===== config.mk =====
export PLATFORM = sky130hd
export DESIGN_NAME = pup_sel_cell
export DESIGN_NICKNAME = d
export VERILOG_FILES = /design/src/rtl/core/pup_pkg.sv /design/src/rtl/core/pup_sel_cell.sv
export SDC_FILE = /design/constraint.sdc
export NUM_CORES = 1
export LEC_CHECK = 0
export ABC_AREA = 1
export BUFFER_PORTS_ARGS = -buffer_cell sky130_fd_sc_hd__buf_2
export CORE_AREA = 2 2 135 137
export DETAILED_ROUTE_END_ITERATION = 7
export DIE_AREA = 0 0 137 139
export GPL_TIMING_DRIVEN = 0
export HOLD_SLACK_MARGIN = 0.05
export PLACE_DENSITY = 0.73
export SLEW_MARGIN = 20
export SYNTH_ARGS = -nofsm -noshare
export SYNTH_HDL_FRONTEND = slang
export SYNTH_SLANG_ARGS = --single-unit

===== constraint.sdc =====
create_clock -name i_clk -period 4.6 [get_ports i_clk]
set_input_delay 0 -clock i_clk [delete_from_list [all_inputs] [get_ports i_clk]]
set_output_delay 0 -clock i_clk [all_outputs]
set_load 0.005 [all_outputs]

===== src/rtl/core/pup_pkg.sv =====
`timescale 1ns / 1ps
`default_nettype none
// ============================================================================
// pup_pkg - shared constants for the factoradic permutation unranker
// Field widths of the stream words and the ordered element list.
// ============================================================================
package pup_pkg;

    localparam int PUP_RANK_W       = 29;   // perm_rank field
    localparam int PUP_COUNT_W      = 4;    // count field
    localparam int PUP_PACK_W       = 48;   // perm_packed field
    localparam int PUP_NIB_W        = 4;    // one element / one digit
    localparam int PUP_LIST_NIBS    = 16;   // nibbles in the ordered list
    localparam int PUP_LIST_W       = PUP_LIST_NIBS * PUP_NIB_W;
    localparam int PUP_IN_TDATA_W   = 40;   // 33 payload bits, byte padded
    localparam int PUP_OUT_TDATA_W  = 56;   // 49 payload bits, byte padded
    localparam int PUP_MAX_ELEM_DEF = 12;

    localparam logic [PUP_LIST_W-1:0] PUP_ORDERED_LIST = 64'hFEDC_BA98_7654_3210;

endpackage : pup_pkg
`default_nettype wire


===== src/rtl/core/pup_sel_cell.sv =====
`timescale 1ns / 1ps
`default_nettype none
// ============================================================================
// pup_sel_cell - one element selection cell
// Fills output position J: picks the element at the digit's position out of
// the remaining list and removes it, or places the last element left.
// ============================================================================
module pup_sel_cell
    import pup_pkg::*;
#(
    parameter int J     = 0,
    parameter int CNT_W = 4,
    parameter int NDIG  = 13,
    parameter int MAXN  = 12
) (
    input  wire logic                          i_clk,
    input  wire logic                          i_rst_n,
    input  wire logic                          i_en,
    input  wire logic                          i_valid,
    input  wire logic [CNT_W-1:0]              i_count,
    input  wire logic [NDIG*PUP_NIB_W-1:0]     i_digits,
    input  wire logic [PUP_LIST_W-1:0]         i_list,
    input  wire logic [MAXN*PUP_NIB_W-1:0]     i_result,
    input  wire logic                          i_parity,
    output logic                               o_valid,
    output logic      [CNT_W-1:0]              o_count,
    output logic      [NDIG*PUP_NIB_W-1:0]     o_digits,
    output logic      [PUP_LIST_W-1:0]         o_list,
    output logic      [MAXN*PUP_NIB_W-1:0]     o_result,
    output logic                               o_parity
);

    logic                           w_pick;
    logic                           w_last;
    logic [CNT_W-1:0]               w_idx;
    logic [PUP_NIB_W-1:0]           w_shift;
    logic [PUP_NIB_W-1:0]           w_elem;
    logic [PUP_LIST_W-1:0]          n_list;
    logic [MAXN*PUP_NIB_W-1:0]      n_result;

    logic                           r_valid;
    logic [CNT_W-1:0]               r_count;
    logic [NDIG*PUP_NIB_W-1:0]      r_digits;
    logic [PUP_LIST_W-1:0]          r_list;
    logic [MAXN*PUP_NIB_W-1:0]      r_result;
    logic                           r_parity;

    assign w_pick = CNT_W'(J + 1) < i_count;
    assign w_last = CNT_W'(J + 1) == i_count;
    // position J uses digit n-J, most significant first
    assign w_idx  = CNT_W'(i_count - CNT_W'(J));

    always_comb begin
        w_shift = '0;
        for (int e = 0; e < NDIG; e++) begin
            if (w_pick && w_idx == CNT_W'(e)) begin
                w_shift = i_digits[e*PUP_NIB_W +: PUP_NIB_W];
            end
        end
        w_elem = i_list[w_shift*PUP_NIB_W +: PUP_NIB_W];

        // close the gap left by the picked element
        for (int i = 0; i < PUP_LIST_NIBS; i++) begin
            if (!w_pick || i < int'(w_shift)) begin
                n_list[i*PUP_NIB_W +: PUP_NIB_W] = i_list[i*PUP_NIB_W +: PUP_NIB_W];
            end else if (i == PUP_LIST_NIBS - 1) begin
                n_list[i*PUP_NIB_W +: PUP_NIB_W] = '0;
            end else begin
                n_list[i*PUP_NIB_W +: PUP_NIB_W] = i_list[(i+1)*PUP_NIB_W +: PUP_NIB_W];
            end
        end

        n_result = i_result;
        if (w_pick) begin
            n_result[J*PUP_NIB_W +: PUP_NIB_W] = w_elem;
        end else if (w_last) begin
            n_result[J*PUP_NIB_W +: PUP_NIB_W] = i_list[PUP_NIB_W-1:0];
        end
    end

    always_ff @(posedge i_clk) begin
        if (!i_rst_n) begin
            r_valid <= 1'b0;
        end else if (i_en) begin
            r_valid <= i_valid;
        end
    end

    always_ff @(posedge i_clk) begin
        if (i_en) begin
            r_count  <= i_count;
            r_digits <= i_digits;
            r_list   <= n_list;
            r_result <= n_result;
            r_parity <= i_parity;
        end
    end

    assign o_valid  = r_valid;
    assign o_count  = r_count;
    assign o_digits = r_digits;
    assign o_list   = r_list;
    assign o_result = r_result;
    assign o_parity = r_parity;

endmodule : pup_sel_cell
`default_nettype wire


==> metrics.yaml, run 1 <==
fp.dieH_um: 139
layout-drive-gt1-share: 0.348
p_leak_nw: 5.40
grt-ovfl-total: 0
cts_max_path_buffers: 2
arrival_ns: 3.21
synth_seq_cells: 170
netlist_top_cells_area: "edfxtp_1, nand2_1, nand3_1"
cts_tree: "yes"
ant_nets: 0
synth_top_area_share: 0.688
avgSynthCellArea_um2: 11.4
clockRootBuffer: "clkbuf_16"
path_clk_slew_ns: 0.07
antenna_found_initial: 2
fin_tns_setup_ns: 0
grt_first_pass_wirelength_mm: 38.3
insertion_delay_ns: 0.43
timing.critical_path.mode_cell: "nor2_1"
period_needed_ns: 3.03
max_stage_delay_ns: 0.56
initial_core_util: 0.418
grt_max_degree: 95
pre_cts_slack_ns: 2.24
hold_class: "input port to flop"
vias: 7123
viasPerCell: 4.93
num_rows: 49
grt_pass1_vias: 7295
gp_congestion: 0.896
placed_cell_area_um2: 9410
power_density_nw_per_um2: 356
path_buf_inv: 5
cpLargestDelayFamily: "buffers and inverters"
syn_inst: 649
cts_buffers: 17
worst_pin_slew_ns: 0.880
rsz0062_at_grt: "false"
slew_viol_final: 0
cp.required_ns: 4.78
yosys_warnings: 0
placedCellCount: 1221
fmax_mhz: 330
crit_type: "input port to flop"
grt.total_usage: 0.265
synth_largest_area_cell: "edfxtp_1"
worst_clock_skew_ns: 0
yosysSeqAreaShare: 0.691
max-vdd-ir-drop_mv: 0.250
syn_to_final_growth_pct: 61.6
syn-num-nets: 822
final_common_cell: "buf_2"
port_buffers: 342
synth.cell_area_um2: 7380
outcome: "finished, final reports clean"
cts.sinks: 170
crit_chain: "dlygate4sd3_1 -> buf_2 -> inv_1 -> nor2_1 -> nand2_1 -> nor2_1 -> nor2_1 -> nand4_1 -> nand2_1 -> nand3_2 -> nand2_4 -> inv_2 -> nand2_4 -> o21ai_2 -> o21ai_0 -> dlygate4sd3_1"
final_cells: 1445
cap_violations: 0
cp-start-kind: "input port"
drt_first_iter_violations: 468
die_x_um: 137
dp_hpwl_mm: 16.7
slowest_stage: "dlygate4sd3_1"
path_max_fanout: 8
h-tree-depth: 4
wl_per_cell_um: 17.5
fin_crit_sh: 0.658
fin_util: 0.675
critPathCaptureType: "flop"
slew_headroom: 0.411
hold_viol: 0
fin_ws_ns: 1.57
die_area_um2: 19000
drt_pass1_iterations: 5
layout_common_cells: "buf_2, dlygate4sd3_1, edfxtp_1"
wirelength_mm: 25.3
synth.distinct_cells: 33
final_cell_area_um2: 11900
ios: 343
fillers: 1275
post-route-drc-count: 0
fin_nets: 1374
core-area_um2: 17700
setup_viol: 0
-- timing repair --
| item | in CTS | in global routing |
|---|---|---|
| hold buffers | 190 | 0 |
| buffers inserted | 0 | 0 |
| setup endpoints to repair | 0 | 0 |
| gates resized for setup | 0 | 0 |
| endpoints found under the hold margin | 166 | 0 |
-- worst paths after layout --
check	to	depth (start not counted)	start	slack [ns]
worst min register to register	o_valid	3	o_valid	1.14
worst min-delay path	o_result[2]	5	i_result[2]	0.05
worst max-delay path	o_list[56]	16	i_count[2]	1.57
worst max register to register	o_valid	3	o_valid	3.35
-- synthesized netlist by cell type, drive strengths merged --
master  instances
dfxtp           1
nor3b           1
edfxtp        169
nand2         141
nor3            2
buf            16
or2             4
o211ai          1
a31oi           1
nor2           47
o21ai          68
o31ai           1
clkbuf          1
a21oi          16
nand3          95
inv            80
nand4           5
-- per-layer routing --
metal	routed length, um	GRT usage	share of wire
met1	9560	0.314	0.38
met2	12900	0.455	0.51
met3	1930	0.0654	0.076
met4	918	0.114	0.036
met5	0	0	0
-- state kept, by name, indices dropped and copies added, names as in the netlist --
signal and cells:
o_list 64, o_digits 52, o_result 48, o_count 4, o_parity 1, o_valid 1
-- where the power goes --
group          leakage (nW)  total (mW)  switching, mW  internal [mW]
combinational          3.46       0.855          0.450          0.406
clock                 0.282        1.46          0.683          0.778
sequential             1.66        1.93         0.0415           1.89
total                  5.40        4.25           1.17           3.07
-- stage by stage --
stage	power, mW	hold slack (ns)
detailed placement	2.63	0.178
global route	4.41	0.0921
finish	4.25	0.0534
floorplan	2.26	0.0935
CTS	4.23	0.0547
global placement	2.61	0.176
-- kinds of logic (layout without fill, tap and decap cells) --
logic type             count (synthesis)  after routing  synth area share
AO/OA/AOI/OAI                         87             87            0.0651
buffers and inverters                 97            662            0.0555
other                                  0              2                 0
flip-flops                           170            170             0.691
AND/OR/NAND/NOR                      295            295             0.189
-- worst min-delay path: stages --
cell     delay, ns
buf_2         0.08
nand2_1       0.04
o21ai_0       0.07
nor2_1        0.05
a21oi_1       0.11
-- final cells by class --
class | instances | area [um^2] | share of cell area
repair buffers | 533 | 3650 | 0.306
clock inverters | 15 | 180 | 0.0151
multi-input cells | 382 | 1870 | 0.157
clock buffers | 17 | 425 | 0.0357
flip-flops and latches | 170 | 5090 | 0.427
well taps | 229 | 287 | 0.0240
inverters | 80 | 303 | 0.0254
diodes | 2 | 5.00 | 0.000420
plain buffers | 17 | 106 | 0.00892
Power figures use the tool's default switching activity.
==> inputs of run 2 (changes only) <==
--- a/config.mk
+++ b/config.mk
@@ -7,12 +7,13 @@
 export LEC_CHECK = 0
 export ABC_AREA = 1
 export BUFFER_PORTS_ARGS = -buffer_cell sky130_fd_sc_hd__buf_2
-export CORE_AREA = 2 2 135 137
+export CORE_ASPECT_RATIO = 0.8
+export CORE_MARGIN = 2
+export CORE_UTILIZATION = 47
 export DETAILED_ROUTE_END_ITERATION = 7
-export DIE_AREA = 0 0 137 139
 export GPL_TIMING_DRIVEN = 0
 export HOLD_SLACK_MARGIN = 0.05
-export PLACE_DENSITY = 0.73
+export PLACE_DENSITY = 0.8
 export SLEW_MARGIN = 20
 export SYNTH_ARGS = -nofsm -noshare
 export SYNTH_HDL_FRONTEND = slang
==> constraint.sdc (replaced) <==
create_clock -name i_clk -period 2.8 [get_ports i_clk]
set_input_delay 0 -clock i_clk [delete_from_list [all_inputs] [get_ports i_clk]]
set_output_delay 0 -clock i_clk [all_outputs]
set_load 0.005 [all_outputs]
==> run 2 against run 1 <==
Against the previous run: die area decreased by 12%; critical endpoint is now o_list[14]; register-to-register slack got worse by 1.8 ns; sequential share of layout area increased by 0.73 points; largest power group unchanged; critical path depth increased by 2; critical path type unchanged.
==> metrics.yaml, run 2 (synthesis results as in run 1) <==
die_x_um: 144
worst_pin_slew_ns: 0.855
cts_buffers: 17
p_total_mw: 6.81
seqCellArea_um2: 5090
rsz0062_at_grt: "false"
fin_hold_ws_ns: 0.0305
cts_max_path_buffers: 2
h-tree-depth: 4
wirelength_mm: 28.7
worst_clock_skew_ns: 0
layout_common_cells: "buf_2, dlygate4sd3_1, edfxtp_1"
fin_util: 0.773
grt_max_degree: 95
antenna_found_initial: 1
vias: 7494
fin_nets: 1363
final_cells: 1413
cap_violations: 0
ios: 343
crit-reg2reg-launch: "o_valid"
slowest_stage: "dlygate4sd3_1"
path_clk_slew_ns: 0.07
cp.required_ns: 2.98
fmax_mhz: 373
critPathCaptureType: "flop"
arrival_ns: 2.86
largest_register_ffs: 64
p_leak_nw: 5.33
reg2reg_setup_slack_ns: 1.60
max_stage_delay_ns: 0.57
cp-start-kind: "input port"
setup_viol: 0
min_from: "i_en"
cts.sinks: 170
timing.critical_path.mode_cell: "nor2_1"
syn_to_final_growth_pct: 58.9
grt_first_pass_wirelength_mm: 42.0
r2r-end: "o_valid"
wl_per_cell_um: 20.3
insertion_delay_ns: 0.42
drt_first_iter_violations: 801
layout-drive-gt1-share: 0.363
crit_type: "input port to flop"
period_needed_ns: 2.68
reg2reg_depth: 3
crit_chain: "dlygate4sd3_1 -> buf_2 -> inv_2 -> buf_6 -> nor2_1 -> nand2_1 -> nor2_1 -> nor2_1 -> nand4_1 -> o21ai_2 -> nand3_2 -> nand2_4 -> inv_2 -> nor2_8 -> inv_4 -> nor2_8 -> o21ai_1 -> dlygate4sd3_1"
ant_nets: 0
fin_crit_sh: 0.958
max-vdd-ir-drop_mv: 0.471
power_density_nw_per_um2: 581
hold_path_depth: 1
crit_path_start: "i_count[0]"
grt-ovfl-total: 0
min_to: "o_list[54]"
outcome: "finished, final reports clean"
slew_headroom: 0.428
placedCellCount: 1202
path_max_fanout: 6
viasPerCell: 5.30
multi_input_comb_area_um2: 1890
cts_tree: "yes"
fillers: 906
initial_core_util: 0.487
drt_pass1_iterations: 6
final_common_cell: "buf_2"
clockRootBuffer: "clkbuf_16"
grt.total_usage: 0.342
fp.dieH_um: 116
gp_congestion: 0.859
post-route-drc-count: 0
num_rows: 40
die_area_um2: 16700
hold_viol: 0
dp_hpwl_mm: 17.4
grt_pass1_vias: 7517
port_buffers: 342
core-area_um2: 15200
slew_viol_final: 0
hold_class: "input port to flop"
## run 2: final cells by class
cell class	instances	share of cell area
inverters	80	0.0261
well taps	210	0.0224
multi-input cells	382	0.161
plain buffers	17	0.00907
clock buffers	17	0.0363
flip-flops and latches	170	0.434
diodes	1	0.000213
repair buffers	522	0.300
clock inverters	14	0.00992
## run 2: worst max-delay path by stage
stage                   to  cells past startpoint
2_1_floorplan  o_result[0]                     14
3_3_place_gp       o_valid                      3
3_5_place_dp   o_result[1]                     15
4_1_cts         o_list[14]                     13
5_1_grt         o_list[31]                     17
6_report        o_list[14]                     18
## run 2: per-layer routing
metal  global-route usage  vias to the layer above  wire, um
li1                     -                     3333         -
met1                0.405                     3460     10200
met2                0.569                      578     13800
met3               0.0975                      123      3230
met4                0.187                        0      1510
met5                    0                        -         0
## run 2: metrics by stage
step	instance area (um^2)	setup TNS (ns)	setup WS (ns)
floorplan	7380	0	1.06
global placement	9350	-54.04	-0.443
detailed placement	9390	0	0.420
CTS	11600	0	0.0364
global route	11700	0	0.0126
finish	11700	0	0.118
## run 2: power by group
part / internal [mW] / total [mW] / leakage [nW] / switching, mW
clock: 1.15 / 2.22 / 0.265 / 1.07
combinational: 0.625 / 1.41 / 3.40 / 0.785
sequential: 3.11 / 3.19 / 1.66 / 0.0784
## run 2: critical path: cells and delay by family
family | cells | cell delay, ns
buffers and inverters | 7 | 1.62
AND/OR/NAND/NOR | 9 | 1.05
AO/OA/AOI/OAI | 2 | 0.19
## run 2: timing repair
item	CTS	global route
resized for setup	0	12
setup endpoints to repair	0	3
hold buffers	170	0
setup buffers	0	9
endpoints found under the hold margin	166	0
