File: config.mk
export PLATFORM = sky130hd
export DESIGN_NAME = pup_div_cell
export DESIGN_NICKNAME = d
export VERILOG_FILES = /design/src/rtl/core/pup_pkg.sv /design/src/rtl/core/pup_div_cell.sv
export SDC_FILE = /design/constraint.sdc
export NUM_CORES = 1
export LEC_CHECK = 0
export BUFFER_PORTS_ARGS = -buffer_cell sky130_fd_sc_hd__buf_4
export CAP_MARGIN = 20
export CORE_MARGIN = 1.5
export CORE_UTILIZATION = 49
export DETAILED_ROUTE_END_ITERATION = 10
export PLACE_DENSITY = 0.86
export SETUP_SLACK_MARGIN = 0.1
export SKIP_LAST_GASP = 1
export SLEW_MARGIN = 20
export SYNTH_ARGS = -nofsm -noshare
export SYNTH_HDL_FRONTEND = slang
export SYNTH_SLANG_ARGS = --single-unit
File: constraint.sdc
create_clock -name i_clk -period 1.3 [get_ports i_clk]
set_clock_uncertainty 0.2 [all_clocks]
set_input_delay 0.13 -clock i_clk [delete_from_list [all_inputs] [get_ports i_clk]]
set_output_delay 0.13 -clock i_clk [all_outputs]
set_load 0.02 [all_outputs]
File: src/rtl/core/pup_pkg.sv
`timescale 1ns / 1ps
`default_nettype none
// ============================================================================
// pup_pkg - shared constants for the factoradic permutation unranker
// Field widths of the stream words and the ordered element list.
// ============================================================================
package pup_pkg;

    localparam int PUP_RANK_W       = 29;   // perm_rank field
    localparam int PUP_COUNT_W      = 4;    // count field
    localparam int PUP_PACK_W       = 48;   // perm_packed field
    localparam int PUP_NIB_W        = 4;    // one element / one digit
    localparam int PUP_LIST_NIBS    = 16;   // nibbles in the ordered list
    localparam int PUP_LIST_W       = PUP_LIST_NIBS * PUP_NIB_W;
    localparam int PUP_IN_TDATA_W   = 40;   // 33 payload bits, byte padded
    localparam int PUP_OUT_TDATA_W  = 56;   // 49 payload bits, byte padded
    localparam int PUP_MAX_ELEM_DEF = 12;

    localparam logic [PUP_LIST_W-1:0] PUP_ORDERED_LIST = 64'hFEDC_BA98_7654_3210;

endpackage : pup_pkg
`default_nettype wire

File: src/rtl/core/pup_div_cell.sv
`timescale 1ns / 1ps
`default_nettype none
// ============================================================================
// pup_div_cell - one factorial-base digit cell
// Divides the running rank by the constant K over two register stages and
// drops the remainder into digit slot K; folds its low bit into the parity if K <= count.
// ============================================================================
module pup_div_cell
    import pup_pkg::*;
#(
    parameter int K     = 2,
    parameter int CNT_W = 4,
    parameter int NDIG  = 13
) (
    input  wire logic                          i_clk,
    input  wire logic                          i_rst_n,
    input  wire logic                          i_en,
    input  wire logic                          i_valid,
    input  wire logic [PUP_RANK_W-1:0]         i_rank,
    input  wire logic [CNT_W-1:0]              i_count,
    input  wire logic [NDIG*PUP_NIB_W-1:0]     i_digits,
    input  wire logic                          i_parity,
    output logic                               o_valid,
    output logic      [PUP_RANK_W-1:0]         o_rank,
    output logic      [CNT_W-1:0]              o_count,
    output logic      [NDIG*PUP_NIB_W-1:0]     o_digits,
    output logic                               o_parity
);

    // exact reciprocal for any rank below 2**PUP_RANK_W
    localparam int SHIFT   = PUP_RANK_W + $clog2(K);
    localparam int RECIP_W = PUP_RANK_W + 1;
    localparam int PROD_W  = PUP_RANK_W + RECIP_W;
    localparam int LOW_W   = PUP_NIB_W + 1;
    localparam longint unsigned RECIP_FULL = ((64'd1 << SHIFT) + K - 1) / K;
    localparam logic [RECIP_W-1:0] RECIP   = RECIP_W'(RECIP_FULL);

    logic [PROD_W-1:0]              w_prod;
    logic [PUP_RANK_W-1:0]          w_quot;

    logic                           r_a_valid;
    logic [PUP_RANK_W-1:0]          r_a_quot;
    logic [LOW_W-1:0]               r_a_low;
    logic [CNT_W-1:0]               r_a_count;
    logic [NDIG*PUP_NIB_W-1:0]      r_a_digits;
    logic                           r_a_parity;

    logic [LOW_W-1:0]               w_qk_low;
    logic [LOW_W-1:0]               w_rem;
    logic [NDIG*PUP_NIB_W-1:0]      n_digits;
    logic                           n_parity;

    logic                           r_b_valid;
    logic [PUP_RANK_W-1:0]          r_b_rank;
    logic [CNT_W-1:0]               r_b_count;
    logic [NDIG*PUP_NIB_W-1:0]      r_b_digits;
    logic                           r_b_parity;

    assign w_prod = PROD_W'(i_rank) * PROD_W'(RECIP);
    assign w_quot = PUP_RANK_W'(w_prod >> SHIFT);

    // stage A: quotient
    always_ff @(posedge i_clk) begin
        if (!i_rst_n) begin
            r_a_valid <= 1'b0;
        end else if (i_en) begin
            r_a_valid <= i_valid;
        end
    end

    always_ff @(posedge i_clk) begin
        if (i_en) begin
            r_a_quot   <= w_quot;
            r_a_low    <= i_rank[LOW_W-1:0];
            r_a_count  <= i_count;
            r_a_digits <= i_digits;
            r_a_parity <= i_parity;
        end
    end

    // remainder is below 16, so the low bits of rank - q*K are exact
    assign w_qk_low = LOW_W'(r_a_quot[LOW_W-1:0] * LOW_W'(K));
    assign w_rem    = LOW_W'(r_a_low - w_qk_low);

    always_comb begin
        n_digits = r_a_digits;
        n_digits[K*PUP_NIB_W +: PUP_NIB_W] = w_rem[PUP_NIB_W-1:0];
        n_parity = r_a_parity ^ (w_rem[0] & (r_a_count >= CNT_W'(K)));
    end

    // stage B: digit and parity
    always_ff @(posedge i_clk) begin
        if (!i_rst_n) begin
            r_b_valid <= 1'b0;
        end else if (i_en) begin
            r_b_valid <= r_a_valid;
        end
    end

    always_ff @(posedge i_clk) begin
        if (i_en) begin
            r_b_rank   <= r_a_quot;
            r_b_count  <= r_a_count;
            r_b_digits <= n_digits;
            r_b_parity <= n_parity;
        end
    end

    assign o_valid  = r_b_valid;
    assign o_rank   = r_b_rank;
    assign o_count  = r_b_count;
    assign o_digits = r_b_digits;
    assign o_parity = r_b_parity;

endmodule : pup_div_cell
`default_nettype wire

==> summary.md, run 1 <==
| Metric | Value |
|---|---|
| Fin. max-slew vios | `0` |
| RSZ-0062 raised after global routing | `true` |
| Vias in the first global route | `2962` |
| Drt pass-1 iters | `4` |
| Starting DRT DRC Count | `156` |
| Worst VDD drop | `1.34 mV` |
| Multiplexer share of the synthesized area | `0.396%` |
| Layout cells sized above 1 | `43.4%` |
| CP Data Required Time | `0.97 ns` |
| Vias/cell | `4.63` |
| H-Tree Depth | `4` |
| Initial core utilization | `51.0%` |
| Hold violation count in the final report | `0` |
| Seq cells post-synth | `166` |
| Clock Tree Root | `clkbuf_8` |
| Mean routed wirelength per cell | `18.8 µm` |
| Clock tree buffer depth | `2` |
| Initial antenna violation count | `0` |
| Die Wd | `105 µm` |
| CTS tree | `built` |
| Post-Syn Area | `0.00505 mm²` |
| Post-layout net count | `545` |
| Final Non-Filler Cells | `601` |
| WP data arrival | `1.09 ns` |
| GRT Resource Usage Total | `21.2%` |
| Post-route ant nets | `0` |
| Startpoint types | `register` |
| First-pass GRT wire length | `16300 µm` |
| Crit Path Max Fanout | `1` |
| Placement Rows | `36` |
| Most frequent cells in the layout | `edfxtp_1, buf_4, dlygate4sd3_1, buf_6, clkbuf_16` |
| Die area | `0.0109 mm²` |
| CTS sink count | `166` |
| MaxCap Viol Count | `0` |
| Largest net degree at the start of global routing | `54` |
| Total Neg Setup Slack | `-6.13 ns` |
| Synth Area in Compound Gates | `0.248%` |
| Delay-heaviest family, CP | `flip-flops` |
| Post-synthesis adder-cell area fraction | `0%` |
| Main combinational cell family by area after synthesis | `buffers and inverters` |
| Final clock period utilization by the worst path | `110%` |
| Seq/Total Area, Yosys | `98.3%` |
| Crit Path Category | `register to output port` |
| Min setup slack post-route | `-0.125 ns` |
| Leakage power figure | `0.00324 µW` |
| Failing checks | `setup timing` |
| Commonest non-fill, non-tap cell in the layout | `edfxtp_1` |
| GP Congestion | `0.683` |
| Crit-path cells | `buf_6` |
| Routed WL | `11300 µm` |
| Final Critical Period | `1.42 ns` |
| Status | `complete, but fails checks` |
| Post-Synth Simple-Gate Area | `0.248%` |
| Slowest stage cell, crit path | `edfxtp_1` |
| DRC Markers | `0` |
| Port bufs | `168` |
| Syn Inst Count | `177` |
| Dpl cells | `482` |
| Slowest stage delay, CP | `0.42 ns` |
| Ports | `177` |
| Yosys cell types | `8` |
| Die height | `105 µm` |
| Clock transition at the registers of the reported paths | `0.06 ns` |
| Final setup viols | `82` |
| Core footprint | `0.00991 mm²` |
| Yosys warns | `0` |
| Synth Area in XOR/XNOR | `0.173%` |
| PD cells | `1510 mW/mm²` |
| Worst Hold Class | `primary input to register` |
| Routed vias | `2783` |
| Setup crit end kind | `output port` |
| Total congestion overflow | `0` |
| TritonCTS Buffers | `17` |
| Synth-to-layout area growth | `64.2%` |
| Max Clk Rate | `702 MHz` |
| Ant. Diodes | `0` |
| Post-Syn Area per Cell | `28.5 µm²` |
| Clk_lat worst skew | `0.51 ns` |
| CP Buf/Inv Count | `1` |
[stage by stage]
| stage | setup slack (ns) | power, µW | cell area [µm²] | utilization [%] | hold slack [ns] |
|---|---|---|---|---|---|
| floorplan | 0.137 | 6800 | 5060 | - | 0.0289 |
| global placement | 0.110 | 7360 | 6540 | 66.0 | 0.108 |
| detailed placement | 0.0819 | 7410 | 6540 | 66.0 | 0.109 |
| CTS | -0.136 | 12500 | 8260 | 83.4 | 0.103 |
| global route | -0.167 | 12900 | 8300 | 83.7 | 0.118 |
| finish | -0.125 | 12500 | 8300 | 83.7 | 0.128 |
[Yosys cell counts]
library cell	number	share of area [%]
nor2b_1	2	0.25
xnor2_1	1	0.17
o31ai_2	1	0.25
buf_4	4	0.59
conb_1	1	0.074
mux2i_1	2	0.40
edfxtp_1	164	97
dfxtp_1	2	0.79
[power by group]
| group | total (µW) | switching [µW] | internal (µW) | leakage (µW) |
|---|---|---|---|---|
| Clock | 4810 | 1890 | 2920 | 0.000266 |
| Sequential | 6510 | 161 | 6350 | 0.00162 |
| Combinational | 1180 | 515 | 669 | 0.00135 |
[state kept, by name, indices dropped and copies added (netlist names)]
| signal | flops |
|---|---|
| o_digits | 49 |
| r_a_digits | 48 |
| o_rank | 28 |
| r_a_quot | 26 |
| o_count | 4 |
| r_a_count | 4 |
| r_a_low | 3 |
| o_parity | 1 |
| o_valid | 1 |
| r_a_parity | 1 |
| r_a_valid | 1 |
[logic make-up (layout without fill, tap and decap cells)]
family,Yosys count,in the layout
XOR/XNOR,1,1
AND/OR/NAND/NOR,2,2
buffers and inverters,4,292
flip-flops,166,166
other,1,4
AO/OA/AOI/OAI,1,1
multiplexers,2,2
[path summary, 6_finish.rpt]
kind	startpoint	endpoint	slack, ns	depth (start not counted)
max	o_digits[19]	o_digits[19]	-0.12	1
min	i_rank[28]	r_a_quot[27]	0.13	2
max reg2reg	r_a_count[2]	o_parity	0.01	2
min reg2reg	r_a_digits[40]	o_digits[40]	0.22	0
[per-layer routing]
| metal | share of wire [%] | vias to the layer above | global-route usage, % |
|---|---|---|---|
| met5 | 0 | - | 0 |
| met4 | 2.3 | 0 | 10.2 |
| met1 | 33 | 1363 | 20.7 |
| li1 | - | 1265 | - |
| met3 | 6.6 | 17 | 6.61 |
| met2 | 58 | 138 | 40.1 |
[repair_timing]
action	CTS	global route
pin swaps	1	0
endpoints found under the hold margin	248	0
setup buffers	0	2
endpoints found under the setup margin	84	84
resized for setup	82	3
hold buffers	85	0
[worst reg2reg max path, cell delays in order (launching register included)]
cell	delay [ns]
edfxtp_1	0.44
o31ai_4	0.28
xnor2_1	0.11
[layout make-up]
class / count / area, µm²
multi-input combinational: 10 / 77.6
fill: 426 / 1610
timing repair buffer: 260 / 2520
clock buffer: 23 / 437
tap: 133 / 166
sequential: 166 / 4970
clock inverter: 9 / 131
No activity file was read; power rests on OpenSTA's default activity.
==> run 2, diff against run 1 <==
- ABC_AREA: not set -> 1
- SETUP_SLACK_MARGIN: 0.1 -> 0.02
- SKIP_CTS_REPAIR_TIMING: not set -> 1
==> run 2 against run 1 <==
Compared with the run above: the run still ends with setup timing left; synthesized cell count increased by 5.1%; highest routed layer unchanged; critical endpoint is now o_digits[13]; worst setup slack lost 0.0065 ns; sequential cell count did not move; largest cell class unchanged; critical path depth unchanged; fmax shrank 0.45%; clock power shrank 3%.
==> summary.md, run 2 <==
| Metric | Value |
|---|---|
| Largest net degree at the start of global routing | `58` |
| GP Congestion | `0.678` |
| Synth-to-layout area growth | `63.4%` |
| Pre-CTS setup slack | `0.152 ns` |
| Clock Tree Root | `clkbuf_8` |
| Startpoint types | `register` |
| Clock transition at the registers of the reported paths | `0.07 ns` |
| TritonCTS Buffers | `17` |
| Min-delay src | `i_digits[20]` |
| GRT met1 Usage | `17.1%` |
| Critical R2R Launch | `r_a_count[3]` |
| Max reg flops | `49` |
| Drt pass-1 iters | `4` |
| Top post-synthesis cells by count | `edfxtp_1, nor2_1, buf_4, nand2_1, inv_1` |
| Core footprint | `0.00991 mm²` |
| CTS sink count | `166` |
| Vias/cell | `4.53` |
| Hold path depth | `2` |
| Failing checks | `setup timing` |
| Yosys cell types | `9` |
| # fillers | `450` |
| Die area | `0.0109 mm²` |
| RSZ-0062 raised after global routing | `true` |
| Area contributors post-synth | `edfxtp_1, dfxtp_1, buf_4` |
| FF+latch area | `0.00497 mm²` |
| Initial antenna violation count | `1` |
| Starting DRT DRC Count | `142` |
| Hold EP | `r_a_digits[20]` |
| Worst Hold Class | `primary input to register` |
| R2R cell count | `4` |
| Placement Rows | `36` |
| Met3 usage in global routing | `7.67%` |
| CP Buf/Inv Count | `1` |
| Vias in the first global route | `2446` |
| DRC Markers | `0` |
| Crit-path cells | `buf_6` |
| Routed WL | `10500 µm` |
| Hold violation count in the final report | `0` |
| Commonest non-fill, non-tap cell in the layout | `edfxtp_1` |
| Initial core utilization | `51.0%` |
| Min setup slack post-route | `-0.131 ns` |
| CP Data Required Time | `0.97 ns` |
| Post-synth top area cell | `edfxtp_1` |
| H-Tree Depth | `4` |
| Post-synth EDFFs | `164` |
| Primary FF master, synth | `edfxtp_1` |
| Worst VDD drop | `0.900 mV` |
| Area fraction of the dominant cell type after synthesis | `97.4%` |
| Leakage power figure | `0.00324 µW` |
| Slowest stage delay, CP | `0.42 ns` |
| GRT Resource Usage Total | `16.1%` |
| Setup crit end kind | `output port` |
| Mean routed wirelength per cell | `17.3 µm` |
| Slowest stage cell, crit path | `edfxtp_1` |
| Die height | `105 µm` |
| Ports | `177` |
| Die Wd | `105 µm` |
| Post-Syn Area | `0.00506 mm²` |
| RR Endpoint | `o_parity` |
| Routed vias | `2754` |
| Post-layout net count | `551` |
| Post-route ant nets | `0` |
| Crit Path Category | `register to output port` |
| WP data arrival | `1.10 ns` |
| Clk_lat worst skew | `0.52 ns` |
| Most frequent cells in the layout | `edfxtp_1, dlygate4sd3_1, buf_4, buf_6, clkbuf_16` |
| Post-DP HPWL | `5850 µm` |
| Final Critical Period | `1.43 ns` |
| PD cells | `1490 mW/mm²` |
| MaxCap Viol Count | `0` |
| Layout cells sized above 1 | `42.2%` |
| Post-Syn Area per Cell | `27.2 µm²` |
| Final clock period utilization by the worst path | `110%` |
| Max Clk Rate | `699 MHz` |
| CTS tree | `built` |
| Yosys warns | `0` |
| Clock tree buffer depth | `2` |
| Multi-input logic area | `63.8 µm²` |
| Port bufs | `168` |
| GR peak layer | `met2` |
| Syn Inst Count | `186` |
| Seq cells post-synth | `166` |
| Met2 Use GR | `26.3%` |
| Tot Pwr | `12300 µW` |
| Crit Path Max Fanout | `1` |
| Total congestion overflow | `0` |
| First-pass GRT wire length | `12600 µm` |
| Final setup viols | `82` |
| Delay-heaviest family, CP | `flip-flops` |
| Status | `complete, but fails checks` |
| Reg2reg setup slack | `0.12 ns` |
| Fin. max-slew vios | `0` |
| Ys async rst share | `0%` |
| Most frequent cell after synthesis | `edfxtp_1` |
| Seq/Total Area, Yosys | `98.1%` |
run 2: report_power, final:
group | switching [µW] | total [µW] | internal, µW
Sequential | 156 | 6500 | 6350
Clock | 1940 | 4660 | 2720
Combinational | 505 | 1170 | 661
run 2: worst reg2reg max path: stages, from the launching register on:
cell and delay [ns]:
edfxtp_1 0.40, nor2_1 0.13, nand2_1 0.08, nand3_1 0.08, nand2_1 0.05
run 2: worst max-delay path by stage:
| stage | from | to | cells after the start |
|---|---|---|---|
| 2_1_floorplan | r_a_count[3] | o_parity | 4 |
| 3_3_place_gp | r_a_count[3] | o_parity | 4 |
| 3_5_place_dp | r_a_count[3] | o_parity | 4 |
| 4_1_cts | o_rank[5] | o_rank[5] | 1 |
| 5_1_grt | o_digits[13] | o_digits[13] | 1 |
| 6_report | o_digits[13] | o_digits[13] | 1 |
run 2: area by class of cell:
class / count / share of cell area (%)
sequential: 166 / 60.1
timing repair buffer: 257 / 30.3
clock buffer: 19 / 5.10
tap: 133 / 2.01
clock inverter: 13 / 1.60
multi-input combinational: 16 / 0.772
inverter: 3 / 0.136
antenna: 1 / 0.0303
run 2: cell families after synthesis:
kind of cell    after synthesis  share of synthesized area [%]
compound gates                2                          0.198
buf+inv                       7                          0.816
flops                       166                           98.1
other cells                   1                         0.0741
simple gates                 10                          0.767
run 2: per-stage QoR:
| step | hold slack (ns) | util, % | instances | cell area (µm²) | TNS, ns |
|---|---|---|---|---|---|
| finish | 0.129 | 83.4 | 608 | 8270 | -6.51 |
| global route | 0.0970 | 83.4 | 608 | 8270 | -11.15 |
| CTS | -0.443 | 71.7 | 522 | 7110 | -9.09 |
| detailed placement | 0.109 | 66.1 | 490 | 6550 | 0 |
| global placement | 0.108 | 66.1 | 490 | 6550 | 0 |
| floorplan | 0.0289 | - | 189 | 5070 | 0 |
run 2: routing by layer:
layer / up-vias / routed length, µm
met5: - / 0
met4: 0 / 147
met3: 13 / 762
met2: 123 / 6020
met1: 1336 / 3570
li1: 1282 / -
